[src/rtl/core/rv32id_pkg.sv]
// Shared types and constants for the RV32I instruction decoder.
// No dependencies; every rv32id_* module and the top level import this package.
package rv32id_pkg;

   // Major opcodes, bits 6..0
   localparam logic [6:0] OPC_LUI    = 7'h37;
   localparam logic [6:0] OPC_AUIPC  = 7'h17;
   localparam logic [6:0] OPC_JAL    = 7'h6f;
   localparam logic [6:0] OPC_JALR   = 7'h67;
   localparam logic [6:0] OPC_BRANCH = 7'h63;
   localparam logic [6:0] OPC_LOAD   = 7'h03;
   localparam logic [6:0] OPC_STORE  = 7'h23;
   localparam logic [6:0] OPC_ALUI   = 7'h13;
   localparam logic [6:0] OPC_ALU    = 7'h33;
   localparam logic [6:0] OPC_FENCE  = 7'h0f;
   localparam logic [6:0] OPC_SYSTEM = 7'h73;

   // funct3 codes
   localparam logic [2:0] F3_BEQ  = 3'd0;
   localparam logic [2:0] F3_BNE  = 3'd1;
   localparam logic [2:0] F3_BLT  = 3'd4;
   localparam logic [2:0] F3_BGE  = 3'd5;
   localparam logic [2:0] F3_BLTU = 3'd6;
   localparam logic [2:0] F3_BGEU = 3'd7;

   localparam logic [2:0] F3_MEM_B  = 3'd0;
   localparam logic [2:0] F3_MEM_H  = 3'd1;
   localparam logic [2:0] F3_MEM_W  = 3'd2;
   localparam logic [2:0] F3_MEM_BU = 3'd4;
   localparam logic [2:0] F3_MEM_HU = 3'd5;

   localparam logic [2:0] F3_ADD  = 3'd0;
   localparam logic [2:0] F3_SLL  = 3'd1;
   localparam logic [2:0] F3_SLT  = 3'd2;
   localparam logic [2:0] F3_SLTU = 3'd3;
   localparam logic [2:0] F3_XOR  = 3'd4;
   localparam logic [2:0] F3_SR   = 3'd5;
   localparam logic [2:0] F3_OR   = 3'd6;
   localparam logic [2:0] F3_AND  = 3'd7;

   localparam logic [6:0] F7_BASE = 7'h00;
   localparam logic [6:0] F7_ALT  = 7'h20;

   localparam logic [4:0] RS2_ECALL  = 5'd0;
   localparam logic [4:0] RS2_EBREAK = 5'd1;

   // Operation codes as returned on op_kind
   localparam logic [5:0] KIND_ILLEGAL = 6'd0;
   localparam logic [5:0] KIND_LUI     = 6'd1;
   localparam logic [5:0] KIND_AUIPC   = 6'd2;
   localparam logic [5:0] KIND_JAL     = 6'd3;
   localparam logic [5:0] KIND_JALR    = 6'd4;
   localparam logic [5:0] KIND_BEQ     = 6'd5;
   localparam logic [5:0] KIND_BNE     = 6'd6;
   localparam logic [5:0] KIND_BLT     = 6'd7;
   localparam logic [5:0] KIND_BGE     = 6'd8;
   localparam logic [5:0] KIND_BLTU    = 6'd9;
   localparam logic [5:0] KIND_BGEU    = 6'd10;
   localparam logic [5:0] KIND_LB      = 6'd11;
   localparam logic [5:0] KIND_LH      = 6'd12;
   localparam logic [5:0] KIND_LW      = 6'd13;
   localparam logic [5:0] KIND_LBU     = 6'd14;
   localparam logic [5:0] KIND_LHU     = 6'd15;
   localparam logic [5:0] KIND_SB      = 6'd16;
   localparam logic [5:0] KIND_SH      = 6'd17;
   localparam logic [5:0] KIND_SW      = 6'd18;
   localparam logic [5:0] KIND_ADDI    = 6'd19;
   localparam logic [5:0] KIND_SLTI    = 6'd20;
   localparam logic [5:0] KIND_SLTIU   = 6'd21;
   localparam logic [5:0] KIND_XORI    = 6'd22;
   localparam logic [5:0] KIND_ORI     = 6'd23;
   localparam logic [5:0] KIND_ANDI    = 6'd24;
   localparam logic [5:0] KIND_SLLI    = 6'd25;
   localparam logic [5:0] KIND_SRLI    = 6'd26;
   localparam logic [5:0] KIND_SRAI    = 6'd27;
   localparam logic [5:0] KIND_ADD     = 6'd28;
   localparam logic [5:0] KIND_SUB     = 6'd29;
   localparam logic [5:0] KIND_SLL     = 6'd30;
   localparam logic [5:0] KIND_SLT     = 6'd31;
   localparam logic [5:0] KIND_SLTU    = 6'd32;
   localparam logic [5:0] KIND_XOR     = 6'd33;
   localparam logic [5:0] KIND_SRL     = 6'd34;
   localparam logic [5:0] KIND_SRA     = 6'd35;
   localparam logic [5:0] KIND_OR      = 6'd36;
   localparam logic [5:0] KIND_AND     = 6'd37;
   localparam logic [5:0] KIND_FENCE   = 6'd38;
   localparam logic [5:0] KIND_ECALL   = 6'd39;
   localparam logic [5:0] KIND_EBREAK  = 6'd40;

   // Immediate format selected by the classifier
   typedef enum logic [2:0] {
      FMT_NONE,
      FMT_I,
      FMT_S,
      FMT_B,
      FMT_J,
      FMT_U,
      FMT_SH
   } fmt_type;

   typedef struct packed {
      logic [5:0] kind;
      fmt_type    fmt;
   } dec_type;

endpackage

[src/rtl/core/rv32id_classify.sv]
// Operation classifier: opcode, funct3, funct7 and rs2 to operation code and
// immediate format. Depends on rv32id_pkg.
module rv32id_classify (
   input  logic [31:0]        insn_word,
   output rv32id_pkg::dec_type dec
);
   import rv32id_pkg::*;

   logic [6:0] opc;
   logic [2:0] f3;
   logic [6:0] f7;
   logic [4:0] rs2;

   assign opc = insn_word[6:0];
   assign f3  = insn_word[14:12];
   assign f7  = insn_word[31:25];
   assign rs2 = insn_word[24:20];

   always_comb begin
      dec.kind = KIND_ILLEGAL;
      dec.fmt  = FMT_NONE;
      case (opc)
         OPC_LUI: begin
            dec.kind = KIND_LUI;
            dec.fmt  = FMT_U;
         end
         OPC_AUIPC: begin
            dec.kind = KIND_AUIPC;
            dec.fmt  = FMT_U;
         end
         OPC_JAL: begin
            dec.kind = KIND_JAL;
            dec.fmt  = FMT_J;
         end
         OPC_JALR: begin
            dec.kind = KIND_JALR;
            dec.fmt  = FMT_I;
         end
         OPC_BRANCH: begin
            dec.fmt = FMT_B;
            case (f3)
               F3_BEQ:  dec.kind = KIND_BEQ;
               F3_BNE:  dec.kind = KIND_BNE;
               F3_BLT:  dec.kind = KIND_BLT;
               F3_BGE:  dec.kind = KIND_BGE;
               F3_BLTU: dec.kind = KIND_BLTU;
               F3_BGEU: dec.kind = KIND_BGEU;
               default: dec.kind = KIND_ILLEGAL;
            endcase
         end
         OPC_LOAD: begin
            dec.fmt = FMT_I;
            case (f3)
               F3_MEM_B:  dec.kind = KIND_LB;
               F3_MEM_H:  dec.kind = KIND_LH;
               F3_MEM_W:  dec.kind = KIND_LW;
               F3_MEM_BU: dec.kind = KIND_LBU;
               F3_MEM_HU: dec.kind = KIND_LHU;
               default:   dec.kind = KIND_ILLEGAL;
            endcase
         end
         OPC_STORE: begin
            dec.fmt = FMT_S;
            case (f3)
               F3_MEM_B: dec.kind = KIND_SB;
               F3_MEM_H: dec.kind = KIND_SH;
               F3_MEM_W: dec.kind = KIND_SW;
               default:  dec.kind = KIND_ILLEGAL;
            endcase
         end
         OPC_ALUI: begin
            // shifts carry a 5-bit shamt instead of a full I immediate
            dec.fmt = (f3 inside {F3_SLL, F3_SR}) ? FMT_SH : FMT_I;
            case (f3)
               F3_ADD:  dec.kind = KIND_ADDI;
               F3_SLL:  dec.kind = KIND_SLLI;
               F3_SLT:  dec.kind = KIND_SLTI;
               F3_SLTU: dec.kind = KIND_SLTIU;
               F3_XOR:  dec.kind = KIND_XORI;
               F3_SR:   dec.kind = (f7 == F7_BASE) ? KIND_SRLI :
                                   (f7 == F7_ALT)  ? KIND_SRAI : KIND_ILLEGAL;
               F3_OR:   dec.kind = KIND_ORI;
               F3_AND:  dec.kind = KIND_ANDI;
               default: dec.kind = KIND_ILLEGAL;
            endcase
         end
         OPC_ALU: begin
            dec.fmt = FMT_NONE;
            case (f3)
               F3_ADD:  dec.kind = (f7 == F7_BASE) ? KIND_ADD :
                                   (f7 == F7_ALT)  ? KIND_SUB : KIND_ILLEGAL;
               F3_SLL:  dec.kind = KIND_SLL;
               F3_SLT:  dec.kind = KIND_SLT;
               F3_SLTU: dec.kind = KIND_SLTU;
               F3_XOR:  dec.kind = KIND_XOR;
               F3_SR:   dec.kind = (f7 == F7_BASE) ? KIND_SRL :
                                   (f7 == F7_ALT)  ? KIND_SRA : KIND_ILLEGAL;
               F3_OR:   dec.kind = KIND_OR;
               F3_AND:  dec.kind = KIND_AND;
               default: dec.kind = KIND_ILLEGAL;
            endcase
         end
         OPC_FENCE: begin
            dec.kind = KIND_FENCE;
            dec.fmt  = FMT_I;
         end
         OPC_SYSTEM: begin
            dec.fmt = FMT_I;
            if (f7 == F7_BASE && rs2 == RS2_ECALL) begin
               dec.kind = KIND_ECALL;
            end else if (f7 == F7_BASE && rs2 == RS2_EBREAK) begin
               dec.kind = KIND_EBREAK;
            end else begin
               dec.kind = KIND_ILLEGAL;
            end
         end
         default: begin
            dec.kind = KIND_ILLEGAL;
            dec.fmt  = FMT_NONE;
         end
      endcase
   end

endmodule

[src/rtl/core/rv32id_immgen.sv]
// Immediate assembly, jump/branch target add and fence field extraction.
// Depends on rv32id_pkg; takes the classifier result as a dec_type struct.
module rv32id_immgen (
   input  logic [31:0]         insn_word,
   input  logic [31:0]         pc,
   input  rv32id_pkg::dec_type dec,
   output logic signed [31:0]  immediate,
   output logic [31:0]         target_addr,
   output logic [3:0]          fence_pred,
   output logic [3:0]          fence_succ
);
   import rv32id_pkg::*;

   logic [31:0] w;
   logic [31:0] imm;
   logic        legal;
   logic        is_branch;
   logic        takes_target;

   assign w = insn_word;
   assign legal = (dec.kind != KIND_ILLEGAL);
   assign is_branch = (dec.kind >= KIND_BEQ) && (dec.kind <= KIND_BGEU);
   assign takes_target = (dec.kind == KIND_JAL) || is_branch;

   always_comb begin
      case (dec.fmt)
         FMT_I:   imm = {{20{w[31]}}, w[31:20]};
         FMT_S:   imm = {{20{w[31]}}, w[31:25], w[11:7]};
         FMT_B:   imm = {{19{w[31]}}, w[31], w[7], w[30:25], w[11:8], 1'b0};
         FMT_J:   imm = {{11{w[31]}}, w[31], w[19:12], w[20], w[30:21], 1'b0};
         FMT_U:   imm = {w[31:12], 12'b0};
         FMT_SH:  imm = {27'b0, w[24:20]};
         default: imm = 32'b0;
      endcase
   end

   // drop everything for illegal words
   assign immediate   = legal ? $signed(imm) : 32'sd0;
   assign target_addr = takes_target ? (pc + imm) : 32'b0;
   assign fence_pred  = (dec.kind == KIND_FENCE) ? w[27:24] : 4'b0;
   assign fence_succ  = (dec.kind == KIND_FENCE) ? w[23:20] : 4'b0;

endmodule

[src/rtl/core/rv32i_instruction_decoder.sv]
// RV32I instruction decoder, top level.
// rsp_valid rises once the req transaction has passed the input register and then
// the result register.
// Throughput: one instruction per cycle, set by the single decode pass between
// the two registers. Stalls on rsp_ready back-pressure.
// Reset (synchronous, active high) clears both valid flags; payload is kept.
module rv32i_instruction_decoder (
   input  logic               clock,
   input  logic               reset,
   // instruction in
   input  logic               req_valid,
   output logic               req_ready,
   input  logic [31:0]        req_insn_word,
   input  logic [31:0]        req_pc,
   // decode result out
   output logic               rsp_valid,
   input  logic               rsp_ready,
   output logic [5:0]         rsp_op_kind,
   output logic [4:0]         rsp_dest_reg,
   output logic [4:0]         rsp_src1_reg,
   output logic [4:0]         rsp_src2_reg,
   output logic signed [31:0] rsp_immediate,
   output logic [31:0]        rsp_target_addr,
   output logic [3:0]         rsp_fence_pred,
   output logic [3:0]         rsp_fence_succ
);
   import rv32id_pkg::*;

   // Input register stage
   logic        s1_valid_ff, s1_valid_in;
   logic [31:0] s1_insn_ff;
   logic [31:0] s1_pc_ff;

   // Result register stage
   logic               s2_valid_ff, s2_valid_in;
   logic [5:0]         s2_kind_ff;
   logic [4:0]         s2_rd_ff;
   logic [4:0]         s2_rs1_ff;
   logic [4:0]         s2_rs2_ff;
   logic signed [31:0] s2_imm_ff;
   logic [31:0]        s2_target_ff;
   logic [3:0]         s2_pred_ff;
   logic [3:0]         s2_succ_ff;

   // Decode outputs from the combinational pass
   dec_type            dec;
   logic signed [31:0] imm_in;
   logic [31:0]        target_in;
   logic [3:0]         pred_in;
   logic [3:0]         succ_in;

   logic s2_load;   // result register takes the decoded transaction
   logic s1_load;   // input register takes a new transaction

   // The result register frees up when empty or when its transaction leaves
   // this cycle; the input register frees up when empty or when it moves on.
   assign s2_load   = s1_valid_ff && (!s2_valid_ff || rsp_ready);
   assign req_ready = !s1_valid_ff || !s2_valid_ff || rsp_ready;
   assign s1_load   = req_valid && req_ready;

   always_comb begin
      s1_valid_in = s1_valid_ff;
      if (s1_load) begin
         s1_valid_in = 1'b1;
      end else if (s2_load) begin
         s1_valid_in = 1'b0;
      end
   end

   always_comb begin
      s2_valid_in = s2_valid_ff;
      if (s2_load) begin
         s2_valid_in = 1'b1;
      end else if (rsp_ready) begin
         s2_valid_in = 1'b0;
      end
   end

   always_ff @(posedge clock) begin
      if (reset) begin
         s1_valid_ff <= 1'b0;
         s2_valid_ff <= 1'b0;
      end else begin
         s1_valid_ff <= s1_valid_in;
         s2_valid_ff <= s2_valid_in;
      end
   end

   // Capture the incoming instruction word and pc
   always_ff @(posedge clock) begin
      if (s1_load) begin
         s1_insn_ff <= req_insn_word;
         s1_pc_ff   <= req_pc;
      end
   end

   rv32id_classify u_classify (
      .insn_word (s1_insn_ff),
      .dec       (dec)
   );

   rv32id_immgen u_immgen (
      .insn_word   (s1_insn_ff),
      .pc          (s1_pc_ff),
      .dec         (dec),
      .immediate   (imm_in),
      .target_addr (target_in),
      .fence_pred  (pred_in),
      .fence_succ  (succ_in)
   );

   // Hold the decoded result until the consumer takes it
   always_ff @(posedge clock) begin
      if (s2_load) begin
         s2_kind_ff   <= dec.kind;
         s2_rd_ff     <= s1_insn_ff[11:7];
         s2_rs1_ff    <= s1_insn_ff[19:15];
         s2_rs2_ff    <= s1_insn_ff[24:20];
         s2_imm_ff    <= imm_in;
         s2_target_ff <= target_in;
         s2_pred_ff   <= pred_in;
         s2_succ_ff   <= succ_in;
      end
   end

   assign rsp_valid       = s2_valid_ff;
   assign rsp_op_kind     = s2_kind_ff;
   assign rsp_dest_reg    = s2_rd_ff;
   assign rsp_src1_reg    = s2_rs1_ff;
   assign rsp_src2_reg    = s2_rs2_ff;
   assign rsp_immediate   = s2_imm_ff;
   assign rsp_target_addr = s2_target_ff;
   assign rsp_fence_pred  = s2_pred_ff;
   assign rsp_fence_succ  = s2_succ_ff;

endmodule

[config.mk]
export PLATFORM = sky130hd
export DESIGN_NAME = rv32i_instruction_decoder
export DESIGN_NICKNAME = d
export VERILOG_FILES = /design/src/rtl/core/rv32id_pkg.sv /design/src/rtl/core/rv32id_classify.sv /design/src/rtl/core/rv32id_immgen.sv /design/src/rtl/core/rv32i_instruction_decoder.sv
export SDC_FILE = /design/constraint.sdc
export NUM_CORES = 1
export LEC_CHECK = 0
export BUFFER_PORTS_ARGS = -buffer_cell sky130_fd_sc_hd__buf_2
export CORE_UTILIZATION = 35
export DETAILED_ROUTE_END_ITERATION = 8
export SYNTH_ARGS = -nofsm -noshare
export SYNTH_HDL_FRONTEND = slang
export SYNTH_SLANG_ARGS = --single-unit
[constraint.sdc]
create_clock -name clock -period 5 [get_ports clock]
set_input_delay 0.75 -clock clock [delete_from_list [all_inputs] [get_ports clock]]
set_output_delay 0.75 -clock clock [all_outputs]
set_load 0.01 [all_outputs]
# Yosys cells after proc, flatten, opt, wreduce, memory -nomap -nowiden
# Cells that the tools add are included.
# word_totals
register_bits	159
latchBits	0
mem_bits_rw	0
mem_bits_ro	0
in_bits	68
output_inout_bits	95
word_cells	81
n_memories	0
# op_classes
addsub	1
mul	0
div_mod_pow	0
order_cmp	2
eq_ne	28
n_shift	0
muxes	20
bitwise	0
n_reduce_logical	18
# ops
cell	n
case mux 32 bit (6 select lines)	1
case mux 9 bit (11 select lines)	1
case mux 6 bit (8 select lines)	2
2-to-1 mux 6 bit	6
adder 32 bit	1
== test 7 x 6 -> 1 bit, second input constant	4
== test 7 bit, second input constant	4
case mux 4 bit (6 select lines)	1
== test 3 bit, second input constant	7
case mux 4 bit (5 select lines)	1
case mux 5 bit (3 select lines)	1
== test 7 x 5 -> 1 bit, second input constant	2
== test 3 x 2 -> 1 bit, second input constant	4
2-to-1 mux 5 bit	2
== test 7 x 2 -> 1 bit, second input constant	1
== test 7 x 4 -> 1 bit, second input constant	1
zero test 7 bit	1
== test 3 x 1 -> 1 bit, second input constant	2
== test 6 x 2 -> 1 bit, second input constant	1
== test 6 bit, second input constant	1
>= comparator 6 x 3 -> 1 bit, second input constant	1
<= comparator 6 x 4 -> 1 bit, second input constant	1
nonzero test 2 bit	3
nonzero test 6 bit	1
8 further kinds	19

# Longest topological paths before layout
# Gate-level depths: netlist (run 1).
# logic_depth
depth_word	8
depth_mapped	19
mapped_depth_nobuf	16

# Cells and area by module
# A second synthesis (run 1) with hierarchy kept.
# unflattened
cells_unflattened	707
hier_area_um2	8217.9
# by_module_without_submodules
mod	instances	cells_each	area_per_inst_um2	seq_area_each_um2
rv32i_instruction_decoder	1	167	4818.4	4754.6
rv32id_immgen	1	414	2595.0	0.0
rv32id_classify	1	126	804.5	0.0

# Worst setup path before layout (run 1)
# No wires, ideal clock.
# synth_timing
path_kind	input to register
start	input rsp_ready
end	register s2_rd_ff[0] (netlist: rsp_dest_reg[0]) (enable)
setup_time_ns	0.557
arrival_time_ns	4.951
required_ns	4.443
slack_ns	-0.507
path_stages	2
n_path_buf	0
cell_sequence	nor2b_1 nor2b_1
# synth_between
elab_chain_cells	2
# synth_lines
item	line_no	text
start: declaration	rv32i_instruction_decoder.sv:17	input logic rsp_ready,
logical OR 1 bit	rv32i_instruction_decoder.sv:57	assign s2_load = s1_valid_ff && (!s2_valid_ff || rsp_ready);
logical AND 1 bit	rv32i_instruction_decoder.sv:57	
named net s2_load	rv32i_instruction_decoder.sv:52	logic s2_load;
end signal: assignment	rv32i_instruction_decoder.sv:116	s2_rd_ff <= s1_insn_ff[11:7];
end: declaration	rv32i_instruction_decoder.sv:37	logic [4:0] s2_rd_ff;
# The timed path passes the listed nets, and every way through them passes these cells.
# A chain may end at the register's enable or synchronous reset.

# Final worst setup path (run 1)
# layout_timing
start	register s1_insn_ff[5]
end	register s2_target_ff[30] (netlist: rsp_target_addr[30]), data pin
# layout_between
elab_chain_cells	5
elab_cells_between_ends	25
classes_between	add/sub (1); order compare (2); eq/ne (18); mux (2); reduce/logical (2)
# layout_lines
item	line_no	text
start: declaration	rv32i_instruction_decoder.sv:31	logic [31:0] s1_insn_ff;
start signal: assignment	rv32i_instruction_decoder.sv:92	s1_insn_ff <= req_insn_word;
== test 7 bit (tied with other cells)	rv32id_classify.sv:22	case (opc)
case mux 9 bit (11 select lines) *	rv32id_classify.sv:22	
== test 3 bit (tied with other cells)	rv32id_immgen.sv:26	case (dec.fmt)
case mux 32 bit (6 select lines) *	rv32id_immgen.sv:26	
named net u_immgen.imm[0]	rv32id_immgen.sv:15	logic [31:0] imm;
adder 32 bit *	rv32id_immgen.sv:39	assign target_addr = takes_target ? (pc + imm) : 32'b0;
end signal: assignment	rv32i_instruction_decoder.sv:120	s2_target_ff <= target_in;
end: declaration	rv32i_instruction_decoder.sv:41	logic [31:0] s2_target_ff;
# Mark *: on every way through the listed nets, which the timed path passes. The rest lies on a longest branch.

==> results of run 1 <==
## per-stage QoR
step / worst slack [ns] / utilization
3_3_place_gp: 0.375 / 0.412
2_1_floorplan: 0.922 / -
5_1_grt: 0.0440 / 0.439
4_1_cts: 0.238 / 0.437
6_report: 0.413 / 0.439
3_5_place_dp: 0.295 / 0.412
## final cells by class
type | count | area (um2) | area share
sequential | 159 | 4750 | 0.496
multi-input combinational | 441 | 2840 | 0.296
timing repair buffer | 181 | 966 | 0.101
clock buffer | 17 | 425 | 0.0444
tap | 280 | 350 | 0.0365
clock inverter | 15 | 128 | 0.0133
inverter | 32 | 120 | 0.0125
## repair_timing
item	CTS	global route
gates resized for setup	0	2
setup endpoints to repair	0	6
endpoints found under the hold margin	0	0
setup buffers	0	5
hold buffers	0	0
## layer usage
layer  part of all wire  vias up
met5            0.00062        -
met4              0.010        2
met3              0.067       24
met2               0.46      228
met1               0.46     2815
li1                   -     2828
## cell usage in the layout (no fill, tap or decap), types with 7 or more instances in the layout
master and instances:
o211ai_1 8, and2_1 18, edfxtp_1 157, o21a_1 8, buf_4 18, xnor2_1 8
nand2_1 36, xor2_1 11, nor2_1 78, o21ai_0 35, nor3_1 13, buf_2 162
ha_1 31, clkbuf_16 17, a211oi_1 12, nor4_1 7, inv_1 32, nor2b_1 18
nand3_1 12, inv_6 7, a21o_1 11, a21oi_1 49
## worst max-delay path: stages, from the launching register on
cell and delay [ns]:
edfxtp_1 0.54, or2_2 0.39, o32ai_1 0.30, o2111ai_2 0.23
o211ai_1 0.23, buf_4 0.15, a32o_1 0.18, ha_1 0.21
inv_1 0.06, fa_1 0.37, nor2b_1 0.18, o31a_1 0.21
o211ai_1 0.22, a311oi_1 0.35, buf_4 0.17, o21ai_0 0.11
a31oi_1 0.24, o21a_1 0.14, nor3_1 0.04
## worst paths after layout
kind / slack, ns / from / cells after the start / to
setup / recovery: 0.41 / s1_insn_ff[5] / 18 / rsp_target_addr[30]
hold / removal: 0.46 / s1_insn_ff[18] / 0 / rsp_src1_reg[3]
setup reg to reg: 0.41 / s1_insn_ff[5] / 18 / rsp_target_addr[30]
hold reg to reg: 0.46 / s1_insn_ff[18] / 0 / rsp_src1_reg[3]
## where the power goes
group          internal, W  switching (W)  total [W]
clock network     0.000654       0.000580    0.00123
registers          0.00154      0.0000428    0.00158
logic             0.000116       0.000184   0.000300
total              0.00231       0.000806    0.00312
## logic make-up (layout without fill, tap and decap cells)
kind of cell | Yosys count | in the layout | synth area share
adders and majority gates | 32 | 32 | 0.0523
buffers and inverters | 54 | 245 | 0.0298
xor gates and xnor gates | 19 | 19 | 0.0213
DFF | 159 | 159 | 0.609
and+or+nand+nor | 221 | 221 | 0.144
AOI/OAI and AO/OA | 169 | 169 | 0.143
==> impl_metrics.py, run 1 <==
metrics = {
    "status": {
        "status": "finished clean",
    },
    "placed_design": {
        "gp_congestion": 0.909,
        "portBuffers": 162,
        "place_inst": 1088,
        "place_area_um2": 8980,
        "dp_hpwl_mm": 15.3,
    },
    "setup_path": {
        "crit_type": "flop to flop",
        "worst_setup_path_start_kind": "flop",
        "crit_fanout": 10,
        "critPathCaptureType": "flop",
        "required_ns": 5.17,
        "arrival_ns": 4.76,
    },
    "grt": {
        "grt_util_met3": 0.0506,
        "grt_pass1_wl_mm": 31.3,
        "grt_max_degree": 76,
        "use_met1": 0.259,
        "grt_use_total": 0.187,
        "grt_overflow": 0,
        "busiest_layer": "met2",
        "met2_usage": 0.289,
        "antenna_found_initial": 1,
        "grt_pass1_vias": 5554,
    },
    "yosys": {
        "yosysWarningCount": 0,
        "synth_area_per_cell_um2": 11.9,
        "yosys_most_used_dff": "edfxtp_1",
        "synth_area_um2": 7800,
        "syn_inst": 654,
        "yosysSeqAreaShare": 0.609,
        "synth_nets": 754,
        "synth_edf_count": 157,
        "yosysTopAreaCell": "edfxtp_1",
        "synth_top_cells_by_count": "edfxtp_1 (157), nor2_1 (79), a21oi_1 (49)",
        "synth.most_common_cell": "edfxtp_1",
        "synth_top_cell_area_share": 0.604,
        "ys_seq_elements": 159,
        "yosys.cell_types.count": 66,
        "yosys-top-cells-area": "edfxtp_1 (60%), ha_1 (5.0%), nor2_1 (3.8%)",
        "postSynth.asyncResetShare": 0,
    },
    "timing": {
        "hold_viol_final": 0,
        "max_freq_mhz": 218,
        "maxSlewViolCount": 0,
        "slew_headroom": 0.378,
        "fin_skew_ns": 0.0111,
        "rsz0062_at_grt": "no",
        "setup_viol": 0,
        "fin_crit_sh": 0.917,
        "period_needed_ns": 4.59,
        "tightest_slew_ns": 0.933,
        "timing.setup.tns_ns": 0,
        "hold_ws_ns": 0.462,
    },
    "clock_network": {
        "cts_tree": "yes",
        "clkTransAtPathRegs_ns": 0.07,
        "clockBufferDepth": 2,
        "cts_root_buf": "clkbuf_16",
        "worstSkewPairLatency_ns": 0.44,
        "htreeDepth": 4,
        "cts_buffers": 17,
        "cts_sinks": 159,
    },
    "die": {
        "die_x_um": 151,
        "num_rows": 54,
        "die_area_um2": 22900,
        "die_h_um": 151,
        "start_util": 0.358,
        "io_pins": 163,
        "core_area_um2": 21800,
    },
    "hold_path": {
        "hp-class": "flop to flop",
    },
    "cells_and_area": {
        "fill_cells": 2087,
        "design_area_um2": 9590,
        "instances_no_fill": 1125,
        "antennaDiodeCount": 0,
        "layout-drive-gt1-share": 0.266,
        "nets": 932,
        "area_growth_syn_to_layout_pct": 22.8,
    },
    "job": {
        "maxCapViolations": 0,
    },
    "drt": {
        "detail_route.iter0.violations": 502,
        "vias_per_cell": 5.24,
        "wl_per_cell_um": 18.6,
        "drcViolationCount": 0,
        "first_pass_iters": 5,
        "wirelength_mm": 20.9,
        "antenna_left": 0,
        "dr_total_vias": 5897,
    },
    "power": {
        "power_density_nw_per_um2": 325,
        "peakVddDrop_mv": 0.201,
        "power.leakage_nw": 3.80,
        "power_w": 0.00312,
    },
}
(Power assumes the default switching activity.)
==> run 2: changes to the inputs <==
- CORE_MARGIN: not set -> 4
==> run 2 against run 1 <==
Design area fell by 0.27%. Sequential cell count did not move. Setup slack got worse by 0.0079 ns. First-iteration DRC count fell by 7.2%. Wire length rose by 3.8%. Critical path type unchanged.
==> impl_metrics.py, run 2 (same netlist as run 1, synthesis figures left out) <==
metrics = {
    "timing": {
        "fin_skew_ns": 0.0108,
        "period_needed_ns": 4.59,
        "hold_ws_ns": 0.469,
        "tightest_slew_ns": 1.05,
        "max_freq_mhz": 218,
        "setup_viol": 0,
        "timing.setup.tns_ns": 0,
        "maxSlewViolCount": 0,
        "hold_viol_final": 0,
        "slew_headroom": 0.303,
        "fin_crit_sh": 0.919,
        "rsz0062_at_grt": "no",
    },
    "drt": {
        "antenna_left": 0,
        "vias_per_cell": 5.30,
        "dr_total_vias": 5960,
        "wirelength_mm": 21.7,
        "drcViolationCount": 0,
        "detail_route.iter0.violations": 466,
        "wl_per_cell_um": 19.3,
        "first_pass_iters": 5,
    },
    "die": {
        "die_h_um": 157,
        "start_util": 0.357,
        "die_area_um2": 24800,
        "num_rows": 54,
        "io_pins": 163,
        "core_area_um2": 21900,
        "die_x_um": 157,
    },
    "power": {
        "peakVddDrop_mv": 0.207,
        "power_density_nw_per_um2": 326,
        "power.leakage_nw": 3.78,
    },
    "job": {
        "maxCapViolations": 0,
    },
    "cells_and_area": {
        "fill_cells": 2154,
        "area_growth_syn_to_layout_pct": 22.5,
        "nets": 931,
        "mostFrequentLayoutCells": "buf_2 (162), edfxtp_1 (157), nor2_1 (78)",
        "layout-drive-gt1-share": 0.256,
        "design_area_um2": 9560,
        "instances_no_fill": 1124,
        "final_common_cell": "buf_2",
        "antennaDiodeCount": 0,
    },
    "clock_network": {
        "clockBufferDepth": 2,
        "cts_buffers": 17,
        "clkTransAtPathRegs_ns": 0.06,
        "cts_tree": "yes",
        "post-cts-setup-buffers": 0,
        "cts_root_buf": "clkbuf_16",
        "cts_resized": 0,
        "worstSkewPairLatency_ns": 0.43,
        "htreeDepth": 4,
        "cts_sinks": 159,
        "hold_buffers": 0,
    },
    "grt": {
        "antenna_found_initial": 2,
        "grt_pass1_wl_mm": 32.8,
        "grt_max_degree": 77,
        "grt_pass1_vias": 5849,
        "grt_overflow": 0,
        "grt_use_total": 0.175,
    },
    "hold_path": {
        "hp-class": "flop to flop",
    },
    "setup_path": {
        "arrival_ns": 4.76,
        "required_ns": 5.16,
        "crit_fanout": 10,
        "critPathBufInv": 3,
        "cp_cell_sequence": "nand2_1 -> o32ai_1 -> o2111ai_1 -> buf_4 -> nand4_1 -> and2_1 -> buf_4 -> a21oi_1 -> inv_1 -> ha_1 -> or4_1 -> o22a_1 -> a221o_1 -> o21ai_0 -> a31oi_1 -> nor3_1 -> nor3_1",
        "cp_slowest_cell": "or4_1",
        "worst_setup_path_start_kind": "flop",
        "critPathCaptureType": "flop",
        "crit_type": "flop to flop",
        "slowest_delay_ns": 0.53,
        "cp_top_family": "compound AO/OA/AOI/OAI gates",
    },
    "placed_design": {
        "gp_congestion": 0.923,
        "portBuffers": 162,
        "place_inst": 1092,
        "place_area_um2": 9010,
        "dp_hpwl_mm": 16.0,
    },
    "status": {
        "status": "finished clean",
    },
}
-- run 2: cell type report --
type	count	area, um2	area share
flip-flops and latches	159	4750	0.497
multi-input cells	441	2830	0.296
repair buffers	180	958	0.100
clock buffers	18	429	0.0449
well taps	280	350	0.0366
inverters	32	120	0.0126
clock inverters	14	118	0.0123
-- run 2: layer usage --
metal | GRT usage | part of all wire | up-vias | wire length [um]
li1 | - | - | 2820 | -
met1 | 0.245 | 0.46 | 2865 | 9920
met2 | 0.265 | 0.45 | 240 | 9790
met3 | 0.0445 | 0.069 | 31 | 1510
met4 | 0.0631 | 0.022 | 4 | 470
met5 | 0 | 0.0014 | - | 31
-- run 2: final timing paths --
kind                  start                   to  slack (ns)  cells after the start
min reg2reg  s1_insn_ff[10]      rsp_dest_reg[3]        0.47                      0
min          s1_insn_ff[10]      rsp_dest_reg[3]        0.47                      0
max           s1_insn_ff[2]  rsp_target_addr[30]        0.41                     17
max reg2reg   s1_insn_ff[2]  rsp_target_addr[30]        0.41                     17
-- run 2: worst reg2reg max path: cells and delay by family, from the launching register on --
kind                     cells  cell delay, ns
adder cells (fa/ha/maj)      1            0.26
buffers and inverters        3            0.45
AO/OA/AOI/OAI                7            1.70
AND/OR/NAND/NOR              6            1.42
flip-flops                   1            0.52
-- run 2: power by group --
group          internal, W  switching [W]
clock             0.000685       0.000544
sequential         0.00154      0.0000422
combinational     0.000115       0.000186
-- run 2: through the flow --
step	util	power, W	setup WS, ns
4_1_cts	0.437	0.00315	0.457
5_1_grt	0.437	0.00324	0.0255
2_1_floorplan	-	0.00178	0.922
3_5_place_dp	0.412	0.00191	0.516
6_report	0.437	0.00311	0.406
3_3_place_gp	0.412	0.00191	0.559
